==> src/rtl/core/sorted_duplicate_key_index_macros.svh <==
`ifndef SORTED_DUPLICATE_KEY_INDEX_MACROS_SVH
`define SORTED_DUPLICATE_KEY_INDEX_MACROS_SVH

// Property that must hold at every edge outside reset
`define SDKI_ASSERT(lbl, clk, rst_n, prop, msg) \
  lbl: assert property (@(posedge clk) disable iff (!rst_n) (prop)) else $error(msg);

// Antecedent this cycle, consequent on the next edge
`define SDKI_ASSERT_NEXT(lbl, clk, rst_n, ante, cons, msg) \
  lbl: assert property (@(posedge clk) disable iff (!rst_n) (ante) |=> (cons)) else $error(msg);

`endif

==> src/rtl/core/sdki_pkg.sv <==
package sdki_pkg;

  localparam int KEY_W    = 64;
  localparam int ID_W     = 32;
  localparam int MC_W     = 7;
  localparam int KEY_CHARS = 8;
  localparam int MAX_EMIT = 64;

  localparam logic [1:0] ACT_INSERT = 2'd0;
  localparam logic [1:0] ACT_LOOKUP = 2'd1;
  localparam logic [1:0] ACT_DELETE = 2'd2;
  localparam logic [1:0] ACT_NONE   = 2'd3;

  localparam logic [1:0] ST_OK        = 2'd0;
  localparam logic [1:0] ST_NOT_FOUND = 2'd1;
  localparam logic [1:0] ST_FULL      = 2'd2;

  typedef struct packed {
    logic [KEY_W-1:0] key;
    logic [ID_W-1:0]  rid;
    logic             ins_en;
    logic             del_en;
    logic             sel_load;
    logic             sel_shift;
  } cmd_t;

  // cell to right-hand neighbour
  typedef struct packed {
    logic [KEY_W-1:0] key;
    logic [ID_W-1:0]  id;
    logic             place;
    logic             seen;
    logic             eq;
    logic             sel;
  } link_t;

  // cell to left-hand neighbour
  typedef struct packed {
    logic [KEY_W-1:0] key;
    logic [ID_W-1:0]  id;
    logic             eq;
  } back_t;

  // keep the first KEY_CHARS characters, zero everything after a zero character
  function automatic logic [KEY_W-1:0] norm_key(input logic [KEY_W-1:0] k);
    logic [KEY_W-1:0] r;
    logic             stop;
    logic [7:0]       c;
    r    = '0;
    stop = 1'b0;
    for (int i = 0; i < 8; i++) begin
      c = k[56-8*i +: 8];
      if (i >= KEY_CHARS || c == 8'd0) begin
        stop = 1'b1;
      end
      if (!stop) begin
        r[56-8*i +: 8] = c;
      end
    end
    return r;
  endfunction

endpackage

==> src/rtl/core/sdki_cell.sv <==
module sdki_cell (
  input  logic           clk,
  input  logic           rst_n,
  input  logic           occ,
  input  sdki_pkg::cmd_t  cmd,
  input  sdki_pkg::link_t left_i,
  input  sdki_pkg::back_t right_i,
  output sdki_pkg::link_t link_o,
  output sdki_pkg::back_t back_o,
  output logic           head_o,
  output logic           tail_o,
  output logic [31:0]    id_o
);
  import sdki_pkg::*;

  logic [KEY_W-1:0] key_r;
  logic [ID_W-1:0]  id_r;
  logic             sel_r;
  logic             eq;
  logic             place;
  logic             match;
  logic             seen;

  assign eq    = occ && (key_r == cmd.key);
  assign place = !occ || (cmd.key < key_r);
  assign match = eq && (id_r == cmd.rid);
  assign seen  = left_i.seen | match;

  always_ff @(posedge clk) begin
    if (cmd.ins_en) begin
      if (left_i.place) begin
        key_r <= left_i.key;
        id_r  <= left_i.id;
      end else if (place) begin
        key_r <= cmd.key;
        id_r  <= cmd.rid;
      end
    end else if (cmd.del_en && seen) begin
      key_r <= right_i.key;
      id_r  <= right_i.id;
    end
  end

  always_ff @(posedge clk) begin
    if (!rst_n) begin
      sel_r <= 1'b0;
    end else if (cmd.sel_load) begin
      sel_r <= head_o;
    end else if (cmd.sel_shift) begin
      sel_r <= left_i.sel;
    end
  end

  assign head_o = eq && !left_i.eq;
  assign tail_o = eq && !right_i.eq;
  assign id_o   = sel_r ? id_r : '0;

  assign link_o = '{key: key_r, id: id_r, place: place, seen: seen, eq: eq, sel: sel_r};
  assign back_o = '{key: key_r, id: id_r, eq: eq};

endmodule

==> config.mk <==
export PLATFORM = sky130hd
export DESIGN_NAME = sdki_cell
export DESIGN_NICKNAME = d
export VERILOG_FILES = /design/src/rtl/core/sorted_duplicate_key_index_macros.svh /design/src/rtl/core/sdki_pkg.sv /design/src/rtl/core/sdki_cell.sv
export SDC_FILE = /design/constraint.sdc
export NUM_CORES = 1
export LEC_CHECK = 0
export BUFFER_PORTS_ARGS = -buffer_cell sky130_fd_sc_hd__buf_2
export CAP_MARGIN = 20
export CORE_AREA = 2 2 203 205
export CTS_CLUSTER_SIZE = 16
export DETAILED_ROUTE_END_ITERATION = 8
export DIE_AREA = 0 0 205 207
export PLACE_DENSITY = 0.42
export SETUP_SLACK_MARGIN = 0.05
export SYNTH_ARGS = -nofsm -noshare
export SYNTH_HDL_FRONTEND = slang
export SYNTH_SLANG_ARGS = --single-unit
==> constraint.sdc <==
create_clock -name clk -period 6.8 [get_ports clk]
set_clock_uncertainty 0.1 [all_clocks]
set_input_delay 0.34 -clock clk [delete_from_list [all_inputs] [get_ports clk]]
set_output_delay 0.34 -clock clk [all_outputs]
set_load 0.02 [all_outputs]
==> results.yml, run 1 <==
status:
  status: "completed"
global_routing:
  grt_start_max_net_pins: 97
  grtUsageMet3_pct: 4.44
  grt_use_total_pct: 14.4
  antenna_found_initial: 5
  grt_pass1_vias: 7437
  use_met1_pct: 16.2
  busiest_layer: "met2"
  grt_pass1_wl_um: 45600
  overflow: 0
  grt_use_met2_pct: 26.4
die:
  die_x_um: 205
  start_util_pct: 19.8
  dieArea_um2: 42400
  fp.dieH_um: 207
  core_um2: 40400
  pin_count: 531
  num_rows: 74
synthesis:
  syn_inst: 841
  synthTopCellsByArea: "edfxtp_1 (36%), mux2i_1 (12%), ha_1 (10%)"
  synth_ff_type: "edfxtp_1"
  synth_compound_area_share_pct: 10.4
  synth_xor_area_share_pct: 3.51
  synth_top_area_share_pct: 36.2
  synth_top_family_by_area: "buffers and inverters"
  synth_enable_flop_cells: 96
  synth.distinct_cells: 39
  synth.area.mux_share_pct: 12.2
  yosysSeqAreaShare_pct: 36.4
  synth-seq-cells: 97
  yosys.area_share.simple_pct: 12.5
  async_reset_ff_share_pct: 0
  syn_area_um2: 7970
  syn_nets: 1205
  synthAdderAreaFrac_pct: 10.0
  yosys_warnings: 0
  yosys.area.top_type: "edfxtp_1"
  avgSynthCellArea_um2: 9.48
critical_path:
  worstSetupStartpoint: "key_r[3]"
  crit_type: "reg2reg"
  crit_fanout: 96
  critPathLaunchType: "flop"
  cp.arrival_ns: 3.46
  crit_path_top_delay_cell: "nor3_1"
  reg2reg_from: "key_r[3]"
  cp-end-kind: "flop"
  path_cells: "inv_1 -> ha_1 -> a21oi_1 -> o21ai_0 -> a221o_1 -> nor3_1 -> o221ai_2 -> a41oi_4 -> buf_12"
  critPathMaxStageDelay_ns: 0.54
  required_ns: 6.70
route:
  num_vias: 7307
  drt_iter0_drc: 295
  routed_wirelength_um: 31600
  wl_per_cell_um: 17.6
  drc: 0
  ant_nets: 0
  avgViaCountPerCell: 4.08
  drt_first_pass_iters: 4
sta:
  tns_ns: 0
  relSlewSlack_pct: 32.1
  final_hold_viol_count: 0
  setup_viol: 0
  fin_crit_sh_pct: 52.3
  worst_pin_slew_ns: 1.02
  timing.hold.ws_ns: 0.105
  rsz0062_at_grt: "no"
  period_needed_ns: 3.56
  slew_violations: 0
  fmax_mhz: 281
pwr:
  p_per_area_nw_per_um2: 184
  ir_drop_uv: 116
  leakage_uw: 0.00539
finish:
  instances_no_fill: 1789
  seqCellArea_um2: 2900
  layout-drive-gt1-share_pct: 44.9
  fillCellCount: 4487
  syn_to_final_growth_pct: 34.1
  multi_input_area_um2: 3890
  fin_util_pct: 26.5
  layout_commonest_cell: "buf_2"
  final_cell_mix: "buf_2 (528), a21oi_1 (120), nor2_1 (103)"
  final_nets: 1613
placement:
  portBuffers: 530
  gp_congestion: 0.807
  dp.cells: 1770
  dpl.hpwl_um: 25900
hold_path:
  hp-class: "in2reg"
  worstHoldStart: "rst_n"
cts:
  cts-root-buf: "clkbuf_16"
  post_cts_resized: 0
  cts_hold_repair.buffers: 0
  clk_pin_slew_ns: 0.07
  clock_sinks: 97
  ctsHtreeMaxLevel: 3
  cts_tree: "yes"
  clockBufferDepth: 2
  worst_skew_pair.late_latency_ns: 0.37
  post_cts_buffers: 0
  cts_buffers: 9
run:
  drv_cap: 0
## worst max-delay path: cells and delay by family, from the launching register on
family | cells | cell delay (ns)
AO/OA/AOI/OAI | 5 | 1.24
adder cells (fa/ha/maj) | 1 | 0.23
buffers and inverters | 2 | 0.54
flip-flops | 1 | 0.45
AND/OR/NAND/NOR | 1 | 0.54
## cells by family after synthesis
kind of cell / count (synthesis)
simple gates: 200
fa+ha+maj: 64
mux: 97
flops: 97
buf+inv: 204
xor+xnor: 32
compound gates: 147
## flip-flops by register name, summed over array words and instances (netlist names)
name   flops
id_r      32
key_r     64
sel_r      1
## through the flow
stage	setup WS [ns]	power (uW)	area [um^2]
2_1_floorplan	1.58	1250	7970
3_3_place_gp	3.06	1490	10400
3_5_place_dp	3.07	1490	10400
4_1_cts	3.07	2010	10700
5_1_grt	2.98	2090	10700
6_report	3.24	1960	10700
## worst paths after layout
path                            depth (start not counted)  slack (ns)         to
worst max-delay path                                    9        3.24  key_r[36]
worst min-delay path                                    2        0.10      sel_r
worst max register to register                          9        3.24  key_r[36]
worst min register to register                          4        1.21      sel_r
## routing by layer
metal	vias to the layer above	wire length (um)
met5	-	27
met4	4	421
met3	22	2380
met2	310	16200
met1	3308	12500
li1	3663	-
## cell type report
| cell class | instances | share of cell area [%] |
|---|---|---|
| multi-input combinational | 540 | 36.4 |
| sequential | 97 | 27.2 |
| timing repair buffer | 534 | 25.3 |
| tap | 532 | 6.23 |
| inverter | 67 | 2.35 |
| clock buffer | 13 | 2.34 |
| clock inverter | 3 | 0.164 |
| antenna | 3 | 0.0702 |
## report_power, final
group | total (uW) | switching [uW] | internal (uW)
logic | 667 | 406 | 261
registers | 792 | 60.1 | 732
clock network | 505 | 247 | 258
## Yosys cell counts (all sizes together), types with 2 or more instances
master  instances
a211oi          6
a21boi          2
a21o            6
a21oi         121
and2           33
buf           113
clkbuf         24
edfxtp         96
ha             64
inv            67
mux2i          97
nand2          17
nand3           9
nand4          23
nor2          104
nor3            7
nor4            6
o21ai           5
xnor2          32
(Power assumes the default switching activity.)
==> run 2, diff against run 1 <==
==> constraint.sdc (replaced) <==
create_clock -name clk -period 3.5 [get_ports clk]
set_clock_uncertainty 0.1 [all_clocks]
set_input_delay 0.175 -clock clk [delete_from_list [all_inputs] [get_ports clk]]
set_output_delay 0.175 -clock clk [all_outputs]
set_load 0.02 [all_outputs]
==> run 2 against run 1 <==
Final cell count increased by 1.3%. Sequential power increased by 93%. Final area increased by 3.4%. Via count increased by 3.0%. Worst hold slack got worse by 0.075 ns. Non-clock buffer count increased by 24.
==> results.yml, run 2 (synthesis gave the netlist of run 1 again) <==
status:
  status: "completed"
sta:
  worst_pin_slew_ns: 1.08
  tns_ns: 0
  relSlewSlack_pct: 27.9
  final_hold_viol_count: 0
  setup_viol: 0
  period_needed_ns: 3.19
  slew_violations: 0
  fmax_mhz: 314
  rsz0062_at_grt: "no"
  fin_crit_sh_pct: 91.1
route:
  ant_nets: 0
  avgViaCountPerCell: 4.16
  drt_iter0_drc: 301
  wl_per_cell_um: 18.3
  routed_wirelength_um: 33100
  drc: 0
  drt_first_pass_iters: 4
  num_vias: 7529
cts:
  cts_tree: "yes"
  worst_skew_pair.late_latency_ns: 0.37
  cts_buffers: 9
  clock_sinks: 97
  post_cts_buffers: 0
  clk_pin_slew_ns: 0.07
  clockBufferDepth: 2
  cts-root-buf: "clkbuf_16"
  ctsHtreeMaxLevel: 3
pwr:
  p_int_uw: 2650
  leakage_uw: 0.00554
  p_per_area_nw_per_um2: 369
  ir_drop_uv: 231
  combPwrFrac_pct: 33.0
  pwr-share-seq_pct: 37.6
  p_sw_share_pct: 35.0
  finalPower_uw: 4080
  p_sw_uw: 1430
  clockPowerShare_pct: 29.4
die:
  fp.dieH_um: 207
  core_um2: 40400
  pin_count: 531
  die_x_um: 205
  start_util_pct: 19.8
  num_rows: 74
  dieArea_um2: 42400
global_routing:
  grt_use_total_pct: 15.0
  grt_start_max_net_pins: 95
  antenna_found_initial: 7
  grt_pass1_wl_um: 46800
  overflow: 0
  grt_pass1_vias: 7510
critical_path:
  path_cells: "inv_1 -> ha_1 -> nand4_2 -> nor4_2 -> nand4_2 -> nor2_4 -> a31o_4 -> a21oi_2 -> a41oi_4 -> buf_12"
  required_ns: 3.44
  critPathMaxStageDelay_ns: 0.44
  cp_common_cell: "nand4_2"
  critPathLaunchType: "flop"
  crit_path_top_delay_cell: "nor4_2"
  crit_type: "reg2reg"
  cp.arrival_ns: 3.12
  crit_fanout: 51
  cp-end-kind: "flop"
  regToRegSetupSlack_ns: 0.31
  path_delay_family: "simple AND/OR/NAND/NOR gates"
  crit_buf_inv: 2
finish:
  layout_commonest_cell: "buf_2"
  final_nets: 1637
  reg_top3: "key_r x64, id_r x32, sel_r x1"
  fin_util_pct: 27.4
  seqCellArea_um2: 2900
  multi_input_area_um2: 3920
  fillCellCount: 4473
  final_cell_mix: "buf_2 (528), a21oi_1 (120), nor2_1 (103)"
  largest_register: "key_r"
  largest_reg_flops: 64
  syn_to_final_growth_pct: 38.6
  layout-drive-gt1-share_pct: 44.8
run:
  drv_cap: 0
placement:
  gp_congestion: 0.830
  dpl.hpwl_um: 27600
  portBuffers: 530
hold_path:
  hp-class: "in2reg"
==> run 2: cell type report <==
cell class              count  area share, %
multi-input cells         540           35.5
diodes                      2         0.0453
flip-flops and latches     97           26.3
clock inverters             6          0.962
clock buffers              10           2.07
well taps                 532           6.02
inverters                  67           2.28
repair buffers            558           26.9
==> run 2: per-layer routing <==
layer  part of all wire, %  vias to the layer above  track usage, %
met3                   7.3                       37            4.34
met4                   1.4                        8            3.23
met1                    38                     3469            16.0
met2                    53                      313            28.9
li1                      -                     3702               -
met5                  0.14                        -               0
==> run 2: per-stage QoR <==
stage / area [um^2] / setup WS [ns] / std cells / hold slack (ns)
detailed placement: 10500 / -0.0680 / 1775 / 0.287
CTS: 11000 / 0.0635 / 1810 / 0.0000222
global placement: 10500 / -0.00893 / 1775 / 0.282
global route: 11000 / 0.132 / 1810 / 0.0223
floorplan: 8000 / -0.635 / 841 / 0.197
finish: 11100 / 0.313 / 1812 / 0.0296
==> run 2: repair_timing <==
item                                   CTS  global route
setup endpoints to repair               97            24
endpoints found under the hold margin   19             0
gates resized for setup                  1             1
hold buffers                            19             0
==> run 2: path summary, 6_finish.rpt <==
check,startpoint,end,depth (start not counted)
setup / recovery,key_r[33],key_r[1],10
hold / removal,right_i[10],id_r[9],3
setup reg to reg,key_r[33],key_r[1],10
hold reg to reg,key_r[0],sel_r,7
==> run 2: power groups by stage <==
stage,registers (uW),logic [uW],clock network [uW]
after floorplan,1660,768,0
after global placement,1560,1360,0
after detailed placement,1560,1360,0
after CTS,1540,1380,1250
after global routing,1550,1480,1280
final,1530,1350,1200
==> run 2: worst register-to-register path: stages (launching register included) <==
cell and delay, ns:
edfxtp_1 0.39, inv_1 0.06, ha_1 0.33, nand4_2 0.18
nor4_2 0.44, nand4_2 0.28, nor2_4 0.18, a31o_4 0.16
a21oi_2 0.07, a41oi_4 0.28, buf_12 0.29
==> run 3, diff against run 2 <==
--- a/config.mk
+++ b/config.mk
@@ -7,11 +7,11 @@
 export LEC_CHECK = 0
 export BUFFER_PORTS_ARGS = -buffer_cell sky130_fd_sc_hd__buf_2
 export CAP_MARGIN = 20
-export CORE_AREA = 2 2 203 205
+export CORE_AREA = 2 2 206 208
 export CTS_CLUSTER_SIZE = 16
 export DETAILED_ROUTE_END_ITERATION = 8
-export DIE_AREA = 0 0 205 207
-export PLACE_DENSITY = 0.42
+export DIE_AREA = 0 0 208 210
+export PLACE_DENSITY = 0.41
 export SETUP_SLACK_MARGIN = 0.05
 export SYNTH_ARGS = -nofsm -noshare
 export SYNTH_HDL_FRONTEND = slang
==> constraint.sdc (replaced) <==
create_clock -name clk -period 4 [get_ports clk]
set_clock_uncertainty 0.1 [all_clocks]
set_input_delay 0.2 -clock clk [delete_from_list [all_inputs] [get_ports clk]]
set_output_delay 0.2 -clock clk [all_outputs]
set_load 0.02 [all_outputs]
==> run 3 against run 2 <==
Worst hold slack better by 0.011 ns. Sequential cell count did not move. Final cell count down 0.55%. Combinational power down 14%. Sequential power decreased by 12%. Maximum frequency rose by 1.1%. Count of clock-buffer cells in the layout unchanged. Utilization down 1.2 points.
==> results.yml, run 3 (synthesis gave the netlist of run 1 again) <==
cts:
  cts-root-buf: "clkbuf_16"
  ctsHtreeMaxLevel: 3
  clock_sinks: 97
  post_cts_resized: 0
  worst_skew_pair.late_latency_ns: 0.37
  post_cts_buffers: 0
  clk_pin_slew_ns: 0.08
  cts_hold_repair.buffers: 1
  cts_buffers: 9
  cts_tree: "yes"
  clockBufferDepth: 2
global_routing:
  overflow: 0
  grt_start_max_net_pins: 83
  grt_pass1_wl_um: 46700
  antenna_found_initial: 8
  grt_pass1_vias: 7525
  grt_use_total_pct: 14.4
finish:
  syn_to_final_growth_pct: 35.9
  layout_commonest_cell: "buf_2"
  design_area_um2: 10800
  fillCellCount: 4560
  final_nets: 1618
  largest_reg_flops: 64
  fin_util_pct: 26.1
  reg_top3: "key_r x64, id_r x32, sel_r x1"
  layout-drive-gt1-share_pct: 45.4
  final_cell_mix: "buf_2 (528), a21oi_1 (120), nor2_1 (103)"
  largest_register: "key_r"
critical_path:
  crit_fanout: 57
  path_cells: "inv_1 -> ha_1 -> nand4_1 -> nor4_2 -> nand4_2 -> nor2_4 -> a31o_4 -> a21oi_2 -> a41oi_4 -> buf_12"
  cp-end-kind: "flop"
  regToRegSetupSlack_ns: 0.85
  cp.arrival_ns: 3.09
  critPathLaunchType: "flop"
  crit_path_top_delay_cell: "edfxtp_1"
  critPathMaxStageDelay_ns: 0.43
  required_ns: 3.93
  crit_type: "reg2reg"
placement:
  dpl.hpwl_um: 27200
  gp_congestion: 0.804
  preCtsSetupSlack_ns: 0.686
  place_area_um2: 10500
  portBuffers: 530
route:
  drt_first_pass_iters: 4
  wl_per_cell_um: 18.1
  drc: 0
  ant_nets: 0
  drt_iter0_drc: 232
  routed_wirelength_um: 32600
  avgViaCountPerCell: 4.12
  num_vias: 7427
status:
  status: "completed"
hold_path:
  hp-class: "in2reg"
run:
  drv_cap: 0
die:
  die_x_um: 208
  fp.dieH_um: 210
  start_util_pct: 19.2
  dieArea_um2: 43700
  core_um2: 41500
  num_rows: 75
  pin_count: 531
sta:
  setup_ws_ns: 0.846
  relSlewSlack_pct: 26.9
  fin_crit_sh_pct: 78.8
  setup_viol: 0
  slew_violations: 0
  final_hold_viol_count: 0
  fmax_mhz: 317
  worst_pin_slew_ns: 1.10
  rsz0062_at_grt: "no"
  timing.hold.ws_ns: 0.0403
  tns_ns: 0
  period_needed_ns: 3.15
pwr:
  ir_drop_uv: 176
  leakage_uw: 0.00544
  p_per_area_nw_per_um2: 327
## run 3: cell count changes in the layout (fill, tap and decap cells not counted)
cell	delta
buf_12	-2
nor4_4	-1
nor3_2	-1
nor4_2	+1
nor3_1	+1
diode_2	+2
dlygate4sd3_1	-18
buf_4	+1
## run 3: metal layers
metal | up-vias | track usage [%] | share of wire (%)
li1 | 3682 | - | -
met1 | 3371 | 16.1 | 40
met2 | 327 | 26.2 | 50
met3 | 39 | 4.60 | 7.7
met4 | 8 | 4.28 | 2.2
met5 | - | 0 | 0.15
## run 3: path summary, 6_finish.rpt
kind	end	cells after the start	from
max	key_r[28]	10	key_r[63]
min	key_r[62]	3	right_i[95]
max reg2reg	key_r[28]	10	key_r[63]
min reg2reg	sel_r	7	key_r[0]
## run 3: where the power goes
part           switching, uW  internal [uW]  total [uW]  leakage (uW)
Combinational            704            451        1160       0.00433
Clock                    434            610        1040      0.000160
Sequential               102           1240        1350      0.000945
## run 3: worst max-delay path: cells and delay by family, from the launching register on
kind	cells	cell delay [ns]
buffers and inverters	2	0.40
AOI/OAI and AO/OA	3	0.51
DFF	1	0.43
and+or+nand+nor	4	1.02
adders and majority gates	1	0.30
## run 3: final cells by class
cell class              instances  area (um^2)  share of cell area [%]
multi-input cells             540         3910                    36.0
flip-flops and latches         97         2900                    26.8
repair buffers                539         2760                    25.5
well taps                     539          674                    6.22
inverters                      67          251                    2.32
clock buffers                  10          229                    2.11
clock inverters                 6          106                   0.981
diodes                          4         10.0                  0.0923
## run 3: through the flow
| step | cells | power (uW) |
|---|---|---|
| floorplan | 841 | 2130 |
| global placement | 1781 | 2540 |
| detailed placement | 1781 | 2550 |
| CTS | 1798 | 3630 |
| global route | 1798 | 3750 |
| finish | 1802 | 3550 |
